[src/rtl/hidrb_pkg.sv]
// shared types and constants of the hid report builder
// no dependencies; imported by every module of the block

package hidrb_pkg;

    // event kinds
    localparam logic [2:0] KIND_KEY    = 3'd0;
    localparam logic [2:0] KIND_MOTION = 3'd1;
    localparam logic [2:0] KIND_BUTTON = 3'd2;
    localparam logic [2:0] KIND_WHEEL  = 3'd3;
    localparam logic [2:0] KIND_TICK   = 3'd4;
    localparam logic [2:0] KIND_CLEAR  = 3'd5;

    // modifier usage codes
    localparam logic [7:0] MOD_FIRST = 8'd224;
    localparam logic [7:0] MOD_LAST  = 8'd231;

    // button codes
    localparam logic [7:0] BTN_LEFT   = 8'd1;
    localparam logic [7:0] BTN_MIDDLE = 8'd2;
    localparam logic [7:0] BTN_RIGHT  = 8'd3;

    localparam logic RPT_KBD   = 1'b0;
    localparam logic RPT_MOUSE = 1'b1;

    localparam int         KBD_SLOTS      = 6;
    localparam logic [7:0] ROLLOVER_CODE  = 8'd1;
    localparam logic [7:0] INTERVAL_RESET = 8'd8;
    localparam logic [7:0] TICK_MAX       = 8'd255;

    typedef struct packed {
        logic [2:0]         kind;
        logic [7:0]         scancode;
        logic               pressed;
        logic signed [15:0] motion_x;
        logic signed [15:0] motion_y;
        logic [7:0]         button;
        logic signed [15:0] wheel_y;
    } t_in;

    typedef struct packed {
        logic       report_type;
        logic       last;
        logic [7:0] byte0;
        logic [7:0] byte1;
        logic [7:0] byte2;
        logic [7:0] byte3;
        logic [7:0] byte4;
        logic [7:0] byte5;
        logic [7:0] byte6;
        logic [7:0] byte7;
    } t_out;

    typedef logic [KBD_SLOTS-1:0][7:0] t_slots;

    typedef struct packed {
        logic       start;
        logic       clear;
        logic       press;
        logic       hit_en;
        logic [7:0] code;
    } t_scan_ctl;

    typedef struct packed {
        logic done;
        logic rollover;
    } t_scan_sts;

    typedef struct packed {
        logic       motion;
        logic       button;
        logic       wheel;
        logic       tick;
        logic       clear;
        logic       emit;
        logic       press;
        logic [7:0] btn;
        logic [7:0] dx;
        logic [7:0] dy;
        logic [7:0] dw;
    } t_mouse_ctl;

    typedef struct packed {
        logic       want;
        logic [2:0] buttons;
        logic [7:0] sum_x;
        logic [7:0] sum_y;
        logic [7:0] sum_w;
    } t_mouse_sts;

endpackage

[src/rtl/hidrb_key_scan.sv]
// held-key bitmap kept as a circular shift register, one code per cycle
// collects the lowest held codes into report slots; uses hidrb_pkg

module hidrb_key_scan #(
    parameter int KEY_CODES   = 256,
    parameter int REPORT_KEYS = 6
) (
    input  logic                  i_clk,
    input  logic                  i_rst_n,
    input  hidrb_pkg::t_scan_ctl  i_ctl,
    output hidrb_pkg::t_scan_sts  o_sts,
    output hidrb_pkg::t_slots     o_slots
);
    import hidrb_pkg::*;

    localparam int CW = $clog2(KEY_CODES);
    localparam int HW = $clog2(KEY_CODES + 1);
    localparam int XW = ((CW > 8) ? CW : 8) + 1;
    localparam logic [CW-1:0] CNT_LAST   = CW'(KEY_CODES - 1);
    localparam logic [XW-1:0] CODE_LIMIT = XW'(KEY_CODES);
    localparam logic [2:0]    SLOT_LIMIT = 3'(REPORT_KEYS);
    localparam logic [HW-1:0] ROLL_LIMIT = HW'(REPORT_KEYS);

    logic [KEY_CODES-1:0] r_map;
    logic [CW-1:0]        r_cnt;
    logic                 r_busy;
    logic                 r_done;
    logic [HW-1:0]        r_held;
    logic [2:0]           r_slot;
    t_slots               r_slots;
    logic [7:0]           r_code;
    logic                 r_press;
    logic                 r_hit_en;

    logic       code_hit;
    logic       head_old;
    logic       head_new;
    logic       take_slot;
    logic [7:0] cnt_byte;

    // bit 0 of the map always holds the code that r_cnt names
    assign head_old  = r_map[0];
    assign code_hit  = r_hit_en && (XW'(r_code) < CODE_LIMIT) && (XW'(r_cnt) == XW'(r_code));
    assign head_new  = code_hit ? r_press : head_old;
    assign take_slot = r_busy && head_new && (r_slot < SLOT_LIMIT);
    assign cnt_byte  = 8'(r_cnt);

    always_ff @(posedge i_clk) begin
        if (!i_rst_n) begin
            r_map  <= '0;
            r_cnt  <= '0;
            r_busy <= 1'b0;
            r_done <= 1'b0;
            r_held <= '0;
            r_slot <= '0;
        end else if (i_ctl.clear) begin
            r_map  <= '0;
            r_busy <= 1'b0;
            r_done <= 1'b0;
            r_held <= '0;
            r_slot <= '0;
        end else if (i_ctl.start) begin
            r_cnt  <= '0;
            r_busy <= 1'b1;
            r_done <= 1'b0;
            r_slot <= '0;
        end else if (r_busy) begin
            r_map <= {head_new, r_map[KEY_CODES-1:1]};
            if (code_hit && r_press && !head_old) begin
                r_held <= r_held + HW'(1);
            end else if (code_hit && !r_press && head_old) begin
                r_held <= r_held - HW'(1);
            end
            if (take_slot) begin
                r_slot <= r_slot + 3'd1;
            end
            r_cnt <= r_cnt + CW'(1);
            if (r_cnt == CNT_LAST) begin
                r_busy <= 1'b0;
                r_done <= 1'b1;
            end
        end else begin
            r_done <= 1'b0;
        end
    end

    always_ff @(posedge i_clk) begin
        if (i_ctl.clear || i_ctl.start) begin
            r_slots  <= '0;
            r_code   <= i_ctl.code;
            r_press  <= i_ctl.press;
            r_hit_en <= i_ctl.hit_en && i_ctl.start;
        end else if (take_slot) begin
            r_slots[r_slot] <= cnt_byte;
        end
    end

    assign o_sts.done     = r_done;
    assign o_sts.rollover = r_held > ROLL_LIMIT;
    assign o_slots        = r_slots;

endmodule

[src/rtl/hidrb_mouse.sv]
// mouse state: button bits, modulo-256 delta sums, pending flag, tick count
// decides when a mouse report is due; uses hidrb_pkg

module hidrb_mouse (
    input  logic                   i_clk,
    input  logic                   i_rst_n,
    input  hidrb_pkg::t_mouse_ctl  i_ctl,
    input  logic [7:0]             i_interval,
    output hidrb_pkg::t_mouse_sts  o_sts
);
    import hidrb_pkg::*;

    logic [2:0] r_buttons;
    logic [7:0] r_sum_x;
    logic [7:0] r_sum_y;
    logic [7:0] r_sum_w;
    logic       r_pending;
    logic [7:0] r_ticks;
    logic [2:0] btn_bit;

    always_comb begin
        case (i_ctl.btn)
            BTN_LEFT:   btn_bit = 3'b001;
            BTN_RIGHT:  btn_bit = 3'b010;
            BTN_MIDDLE: btn_bit = 3'b100;
            default:    btn_bit = 3'b000;
        endcase
    end

    always_ff @(posedge i_clk) begin
        if (!i_rst_n) begin
            r_buttons <= '0;
            r_sum_x   <= '0;
            r_sum_y   <= '0;
            r_sum_w   <= '0;
            r_pending <= 1'b0;
            r_ticks   <= TICK_MAX;
        end else begin
            if (i_ctl.clear) begin
                r_buttons <= '0;
                r_sum_x   <= '0;
                r_sum_y   <= '0;
                r_sum_w   <= '0;
            end
            if (i_ctl.motion) begin
                r_sum_x   <= r_sum_x + i_ctl.dx;
                r_sum_y   <= r_sum_y + i_ctl.dy;
                r_pending <= 1'b1;
            end
            if (i_ctl.button) begin
                r_buttons <= i_ctl.press ? (r_buttons | btn_bit) : (r_buttons & ~btn_bit);
                r_pending <= 1'b1;
            end
            if (i_ctl.wheel) begin
                r_sum_w   <= r_sum_w + i_ctl.dw;
                r_pending <= 1'b1;
            end
            if (i_ctl.tick && (r_ticks != TICK_MAX)) begin
                r_ticks <= r_ticks + 8'd1;
            end
            // report sent: sums restart and the interval count starts over
            if (i_ctl.emit) begin
                r_sum_x   <= '0;
                r_sum_y   <= '0;
                r_sum_w   <= '0;
                r_pending <= 1'b0;
                r_ticks   <= '0;
            end
        end
    end

    assign o_sts.want    = r_pending && (r_ticks > i_interval);
    assign o_sts.buttons = r_buttons;
    assign o_sts.sum_x   = r_sum_x;
    assign o_sts.sum_y   = r_sum_y;
    assign o_sts.sum_w   = r_sum_w;

endmodule

[src/rtl/hid_report_builder.sv]
// top level of the hid boot report builder: sequencer, modifiers, output register
// depends on hidrb_pkg, hidrb_key_scan and hidrb_mouse
//
// channel   direction  handshake            payload
// event     in         i_valid / o_ready    i_data (t_in)
// report    out        o_valid / i_ready    o_data (t_out)
// config    in         i_cfg_we             i_cfg_data (mouse interval ticks)
//
// a key event passes through the accepting cycle, one rotation of the held-key bitmap
// through its shift register, one code per cycle, a done cycle and the load of the
// report. motion, button, wheel and tick events pass through the check state; clear
// all loads a keyboard and then a mouse report; a due mouse report adds its load state.
// reset is synchronous and clears the bitmap, counters and state.
// a stalled report output holds the sequencer in its load state; an event is
// taken while the previous report still waits in the output register.

module hid_report_builder #(
    parameter int KEY_CODES   = 256,
    parameter int REPORT_KEYS = 6
) (
    input  logic              i_clk,
    input  logic              i_rst_n,
    input  logic              i_valid,
    output logic              o_ready,
    input  hidrb_pkg::t_in    i_data,
    output logic              o_valid,
    input  logic              i_ready,
    output hidrb_pkg::t_out   o_data,
    input  logic              i_cfg_we,
    input  logic [7:0]        i_cfg_data
);
    import hidrb_pkg::*;

    localparam logic [2:0] S_IDLE  = 3'd0;
    localparam logic [2:0] S_SCAN  = 3'd1;
    localparam logic [2:0] S_KBD   = 3'd2;
    localparam logic [2:0] S_CHECK = 3'd3;
    localparam logic [2:0] S_MOUSE = 3'd4;
    localparam logic [2:0] S_CLR   = 3'd5;

    logic [2:0] r_state, n_state;
    logic [7:0] r_interval;
    logic [7:0] r_mods;
    logic       r_out_valid;
    t_out       r_out, n_out;

    logic       in_xfer;
    logic       out_free;
    logic       load;
    logic       is_mod;
    logic [7:0] mod_bit;

    t_scan_ctl  scan_ctl;
    t_scan_sts  scan_sts;
    t_slots     slots;
    t_mouse_ctl mouse_ctl;
    t_mouse_sts mouse_sts;

    assign o_ready  = (r_state == S_IDLE);
    assign in_xfer  = i_valid && o_ready;
    assign out_free = !r_out_valid || i_ready;
    assign is_mod   = (i_data.scancode >= MOD_FIRST) && (i_data.scancode <= MOD_LAST);
    assign mod_bit  = 8'd1 << i_data.scancode[2:0];

    assign scan_ctl.start  = in_xfer && (i_data.kind == KIND_KEY);
    assign scan_ctl.clear  = in_xfer && (i_data.kind == KIND_CLEAR);
    assign scan_ctl.press  = i_data.pressed;
    assign scan_ctl.hit_en = !is_mod;
    assign scan_ctl.code   = i_data.scancode;

    assign mouse_ctl.motion = in_xfer && (i_data.kind == KIND_MOTION);
    assign mouse_ctl.button = in_xfer && (i_data.kind == KIND_BUTTON);
    assign mouse_ctl.wheel  = in_xfer && (i_data.kind == KIND_WHEEL);
    assign mouse_ctl.tick   = in_xfer && (i_data.kind == KIND_TICK);
    assign mouse_ctl.clear  = in_xfer && (i_data.kind == KIND_CLEAR);
    assign mouse_ctl.emit   = (r_state == S_MOUSE) && out_free;
    assign mouse_ctl.press  = i_data.pressed;
    assign mouse_ctl.btn    = i_data.button;
    assign mouse_ctl.dx     = i_data.motion_x[7:0];
    assign mouse_ctl.dy     = i_data.motion_y[7:0];
    assign mouse_ctl.dw     = i_data.wheel_y[7:0];

    hidrb_key_scan #(
        .KEY_CODES   (KEY_CODES),
        .REPORT_KEYS (REPORT_KEYS)
    ) u_scan (
        .i_clk   (i_clk),
        .i_rst_n (i_rst_n),
        .i_ctl   (scan_ctl),
        .o_sts   (scan_sts),
        .o_slots (slots)
    );

    hidrb_mouse u_mouse (
        .i_clk      (i_clk),
        .i_rst_n    (i_rst_n),
        .i_ctl      (mouse_ctl),
        .i_interval (r_interval),
        .o_sts      (mouse_sts)
    );

    always_comb begin
        n_state = r_state;
        unique case (r_state)
            S_IDLE: begin
                if (in_xfer) begin
                    unique case (i_data.kind) inside
                        KIND_KEY:   n_state = S_SCAN;
                        KIND_CLEAR: n_state = S_CLR;
                        KIND_MOTION, KIND_BUTTON, KIND_WHEEL, KIND_TICK: n_state = S_CHECK;
                        default:    n_state = S_IDLE;
                    endcase
                end
            end
            S_SCAN: begin
                if (scan_sts.done) begin
                    n_state = S_KBD;
                end
            end
            S_KBD: begin
                if (out_free) begin
                    n_state = mouse_sts.want ? S_MOUSE : S_IDLE;
                end
            end
            S_CHECK: begin
                n_state = mouse_sts.want ? S_MOUSE : S_IDLE;
            end
            S_MOUSE: begin
                if (out_free) begin
                    n_state = S_IDLE;
                end
            end
            S_CLR: begin
                if (out_free) begin
                    n_state = S_MOUSE;
                end
            end
            default: n_state = S_IDLE;
        endcase
    end

    assign load = out_free && ((r_state == S_KBD) || (r_state == S_MOUSE) ||
                               (r_state == S_CLR));

    always_comb begin
        n_out = '0;
        if (r_state == S_MOUSE) begin
            n_out.report_type = RPT_MOUSE;
            n_out.last        = 1'b1;
            n_out.byte0       = {5'b0, mouse_sts.buttons};
            n_out.byte1       = mouse_sts.sum_x;
            n_out.byte2       = mouse_sts.sum_y;
            n_out.byte3       = mouse_sts.sum_w;
        end else begin
            // after clear all the mouse report always follows
            n_out.report_type = RPT_KBD;
            n_out.last        = (r_state == S_KBD) && !mouse_sts.want;
            n_out.byte0       = r_mods;
            if (scan_sts.rollover) begin
                n_out.byte2 = ROLLOVER_CODE;
                n_out.byte3 = ROLLOVER_CODE;
                n_out.byte4 = ROLLOVER_CODE;
                n_out.byte5 = ROLLOVER_CODE;
                n_out.byte6 = ROLLOVER_CODE;
                n_out.byte7 = ROLLOVER_CODE;
            end else begin
                n_out.byte2 = slots[0];
                n_out.byte3 = slots[1];
                n_out.byte4 = slots[2];
                n_out.byte5 = slots[3];
                n_out.byte6 = slots[4];
                n_out.byte7 = slots[5];
            end
        end
    end

    always_ff @(posedge i_clk) begin
        if (!i_rst_n) begin
            r_state     <= S_IDLE;
            r_interval  <= INTERVAL_RESET;
            r_mods      <= '0;
            r_out_valid <= 1'b0;
        end else begin
            r_state <= n_state;
            if (i_cfg_we) begin
                r_interval <= i_cfg_data;
            end
            if (scan_ctl.clear) begin
                r_mods <= '0;
            end else if (scan_ctl.start && is_mod) begin
                r_mods <= i_data.pressed ? (r_mods | mod_bit) : (r_mods & ~mod_bit);
            end
            if (load) begin
                r_out_valid <= 1'b1;
            end else if (i_ready) begin
                r_out_valid <= 1'b0;
            end
        end
    end

    always_ff @(posedge i_clk) begin
        if (load) begin
            r_out <= n_out;
        end
    end

    assign o_valid = r_out_valid;
    assign o_data  = r_out;

endmodule

[config.mk]
export PLATFORM = sky130hd
export DESIGN_NAME = hid_report_builder
export DESIGN_NICKNAME = d
export VERILOG_FILES = /design/src/rtl/hidrb_pkg.sv /design/src/rtl/hidrb_key_scan.sv /design/src/rtl/hidrb_mouse.sv /design/src/rtl/hid_report_builder.sv
export SDC_FILE = /design/constraint.sdc
export NUM_CORES = 1
export LEC_CHECK = 0
export BUFFER_PORTS_ARGS = -buffer_cell sky130_fd_sc_hd__buf_2
export CORE_MARGIN = 8
export CORE_UTILIZATION = 64
export DETAILED_ROUTE_END_ITERATION = 6
export PLACE_DENSITY = 0.84
export SLEW_MARGIN = 0
export SYNTH_ARGS = -nofsm -noshare
export SYNTH_HDL_FRONTEND = slang
export SYNTH_HIERARCHICAL = 1
export SYNTH_SLANG_ARGS = --single-unit
[constraint.sdc]
create_clock -name i_clk -period 12.09 [get_ports i_clk]
set_input_delay 3.627 -clock i_clk [delete_from_list [all_inputs] [get_ports i_clk]]
set_output_delay 3.627 -clock i_clk [all_outputs]
set_load 0.02 [all_outputs]
==> metrics.txt <==
final setup TNS=0 ns; gr ovfl total=0; Lkg Pwr=approximately 8 nW; pre-CTS WS=around 5.3 ns; Hold Crit Class=flop to flop; synth warn=6; post-route ant nets=0; CTS Buffer Depth=3; Hold Vio Cnt, Final=0; clk sinks=between 400 and 500; sw power=between 0.6 and 0.7 mW; Crit Path Max Fanout=between 200 and 300; clock group share of total power=approximately 44%; drt via density=5.612; RSZ-0062 raised after global routing=false; clock-pin slew on the worst setup and hold paths=roughly 0.060 ns; global routing usage on met1=around a quarter; row count=62; Post-route DRC=0; die height=186.7 um; CP Data Required Time=roughly 12 ns; CP cell instances=buf_2, or3_2, nor4_1, buf_4, nor2b_4, buf_12, nand2_1, nor4_2, mux2i_1, nor2_1; cell area after layout=roughly 21000 um^2; Routed WL per cell=roughly 15 um; fraction of registers with async set/reset=0%; global-route wire length before repair=63040 um; Setup CP Type=input port to flop; Num CTS Buffers=44; family with the most delay on the worst path=simple AND/OR/NAND/NOR gates; Via Count=around 14000; final period utilization=around 51%; Worst-Margin Slew=1.220 ns; Pre-Repair DR Iteration Count=5; GR Layer Usage met3=between 4 and 5%; cell internal pwr=2.443 mW; Seq cells post-synth=~460; Gate power share=5.1%; fmax=161.4 MHz; Avg Cell Area, Syn=8.908 um^2; Starting Density=between 60% and 70%; fin crit period=between 6 and 7 ns; gpl congestion=roughly 0.9; Seq/Total Area, Yosys=53.25%; CTS tree=yes; Filler cells=2088; predominant post-synthesis flop cell=dfxtp_1; first-iteration detailed-routing DRC count=1230; Root Driver=clkbuf_16; latest clock arrival within the worst-skew pair=between 0.5 and 0.6 ns; Layout Skew=around 0.020 ns; I/O pins=approximately 150; initial antenna violation count=6; # hold bufs at CTS=0; Synth cell types=80; Critical path buffers and inverters=3; placed insts=between 2000 and 2500; CP arrival=around 6.6 ns; Post-Syn Instances=about 2100; post-CTS setup buffer count=0; WL final=around 38000 um; crit start category=input port; DP Wirelength=~23000 um; Die W=roughly 190 um; die area=~35000 um^2; largest net degree at the start of global routing=between 200 and 300; share of cells above drive strength 1=~11%; Hold WS=approximately 0.45 ns; Synthesized Nets=~2200; sequential power share=50.7%; Most Crowded Layer GR=met2; largest vdd supply drop=roughly 0.15 mV; post_cts resized=0; status=completed; # setup viols final=0; Max-slew headroom=approximately 18%; placed cell area=slightly below 20000 um^2; htree depth=2; post-route setup slack=between 5 and 6 ns; Crit. End Element=flop; vias in the first global route=approximately 14000; number of flops mapped to enable cells by yosys=76; total power=3.124 mW; Core Area=28700 um^2; final core occ=72.78%; Post-Synthesis Cell Area=between 15000 and 20000 um^2; synth-to-layout area growth=12.03%; Crit path largest cell delay=between 1 and 1.5 ns; MaxCap Viol Count=0; Nets=2269; aggregate global-route resource usage=~21%; Final Max Slew Viols=0; Sw Share=between 20% and 30%; IO buf count=around 120; Slowest cell on crit path=nor4_2; PD cells=149.6 nW/um^2; Layout Cells excl Fill=2569; routing usage on met2=between 30% and 40%
## synthesized netlist by cell type, drive strengths merged (13+ instances only)
library cell | instances | area share, %
a21oi | 284 | 7.6
and2 | 42 | 1.4
buf | 19 | 0.64
clkbuf | 112 | 2.3
dfxtp | 382 | 41
edfxtp | 76 | 12
ha | 39 | 2.6
inv | 28 | 0.56
mux2i | 79 | 4.3
nand2 | 618 | 12
nand2b | 27 | 0.91
nand3 | 24 | 0.67
nand4 | 20 | 0.67
nor2 | 72 | 1.4
nor2b | 18 | 0.60
nor3 | 20 | 0.66
nor3b | 17 | 0.71
o211ai | 13 | 0.60
o21ai | 47 | 1.3
xnor2 | 23 | 1.1
xor2 | 13 | 0.61
## layer usage
| layer | routed length [um] | share of wire (%) | vias to the layer above |
|---|---|---|---|
| li1 | - | - | 7174 |
| met1 | 15820 | 42 | 6798 |
| met3 | 2032 | 5.4 | 82 |
| met5 | 0 | 0 | - |
| met2 | 18920 | 50 | 364 |
| met4 | 1088 | 2.9 | 0 |
## final cells by class
type,instances,area (um^2),area share [%]
flip-flops and latches,458,9930,47.54
diodes,6,15.01,0.07188
multi-input cells,1476,8125,38.90
well taps,384,480.5,2.300
clock inverters,13,158.9,0.7607
inverters,28,105.1,0.5031
repair buffers,137,743.2,3.558
clock buffers,67,1331,6.373
## worst register-to-register path, stage by stage, from the launching register on
cell and delay (ns):
dfxtp_1 0.58, or3_2 0.19, nor4_1 0.05, buf_4 0.18, nor2b_4 0.13, buf_12 0.70
nand2_1 0.16, nor4_2 1.06, mux2i_1 0.31, nor2_1 0.06
## power by group through the flow
stage	Sequential [mW]	Clock, mW	Combinational, mW
4_1_cts	1.58	1.41	0.160
5_1_grt	1.58	1.47	0.176
2_1_floorplan	1.63	0	0.0976
6_report	1.58	1.38	0.160
3_5_place_dp	1.62	0	0.159
3_3_place_gp	1.62	0	0.154
## flip-flops by register name (all words and copies together) (netlist names), 3 cells and up, named ones only
signal             cells
r_interval             8
u_scan/o_slots        48
u_mouse/r_sum_y        8
u_scan/r_slot          3
u_mouse/r_sum_x        8
u_scan/r_map         256
u_mouse/r_sum_w        8
u_scan/r_code          8
o_data                66
u_scan/cnt_byte        8
u_mouse/r_ticks        8
r_state                3
u_mouse/r_buttons      3
u_scan/r_held          9
## path summary, 6_finish.rpt
check / start / end / slack, ns / cells past startpoint
worst max register to register: r_state[0]$_SDFFE_PN0P_ / u_scan/r_held[2]$_SDFFE_PP0P_ / 8.50 / 9
worst min register to register: u_scan/r_map[104]$_SDFFE_PP0P_ / u_scan/r_map[103]$_SDFFE_PP0P_ / 0.45 / 2
worst min-delay path: u_scan/r_map[104]$_SDFFE_PP0P_ / u_scan/r_map[103]$_SDFFE_PP0P_ / 0.45 / 2
worst max-delay path: i_data[67] / u_scan/r_held[2]$_SDFFE_PP0P_ / 5.90 / 10
## cells by family (layout without fill, tap and decap cells)
logic type / after synthesis / after routing / synth area share (%)
simple gates: 906 / 906 / 21.61
flops: 458 / 458 / 53.25
compound gates: 405 / 405 / 12.17
buf+inv: 159 / 245 / 3.463
mux: 86 / 86 / 4.765
fa+ha+maj: 43 / 43 / 3.047
xor+xnor: 36 / 36 / 1.691
other cells: 0 / 6 / 0
## layout by cell type (no fill, tap or decap), drive strengths merged, types with 20 or more instances in the layout
cell    instances
nand2         618
dfxtp         382
a21oi         284
buf           137
mux2i          79
edfxtp         76
nor2           72
clkbuf         67
o21ai          47
and2           42
ha             39
inv            29
nand2b         27
nand3          24
xnor2          23
nand4          20
nor3           20
Power figures use the tool's default switching activity.
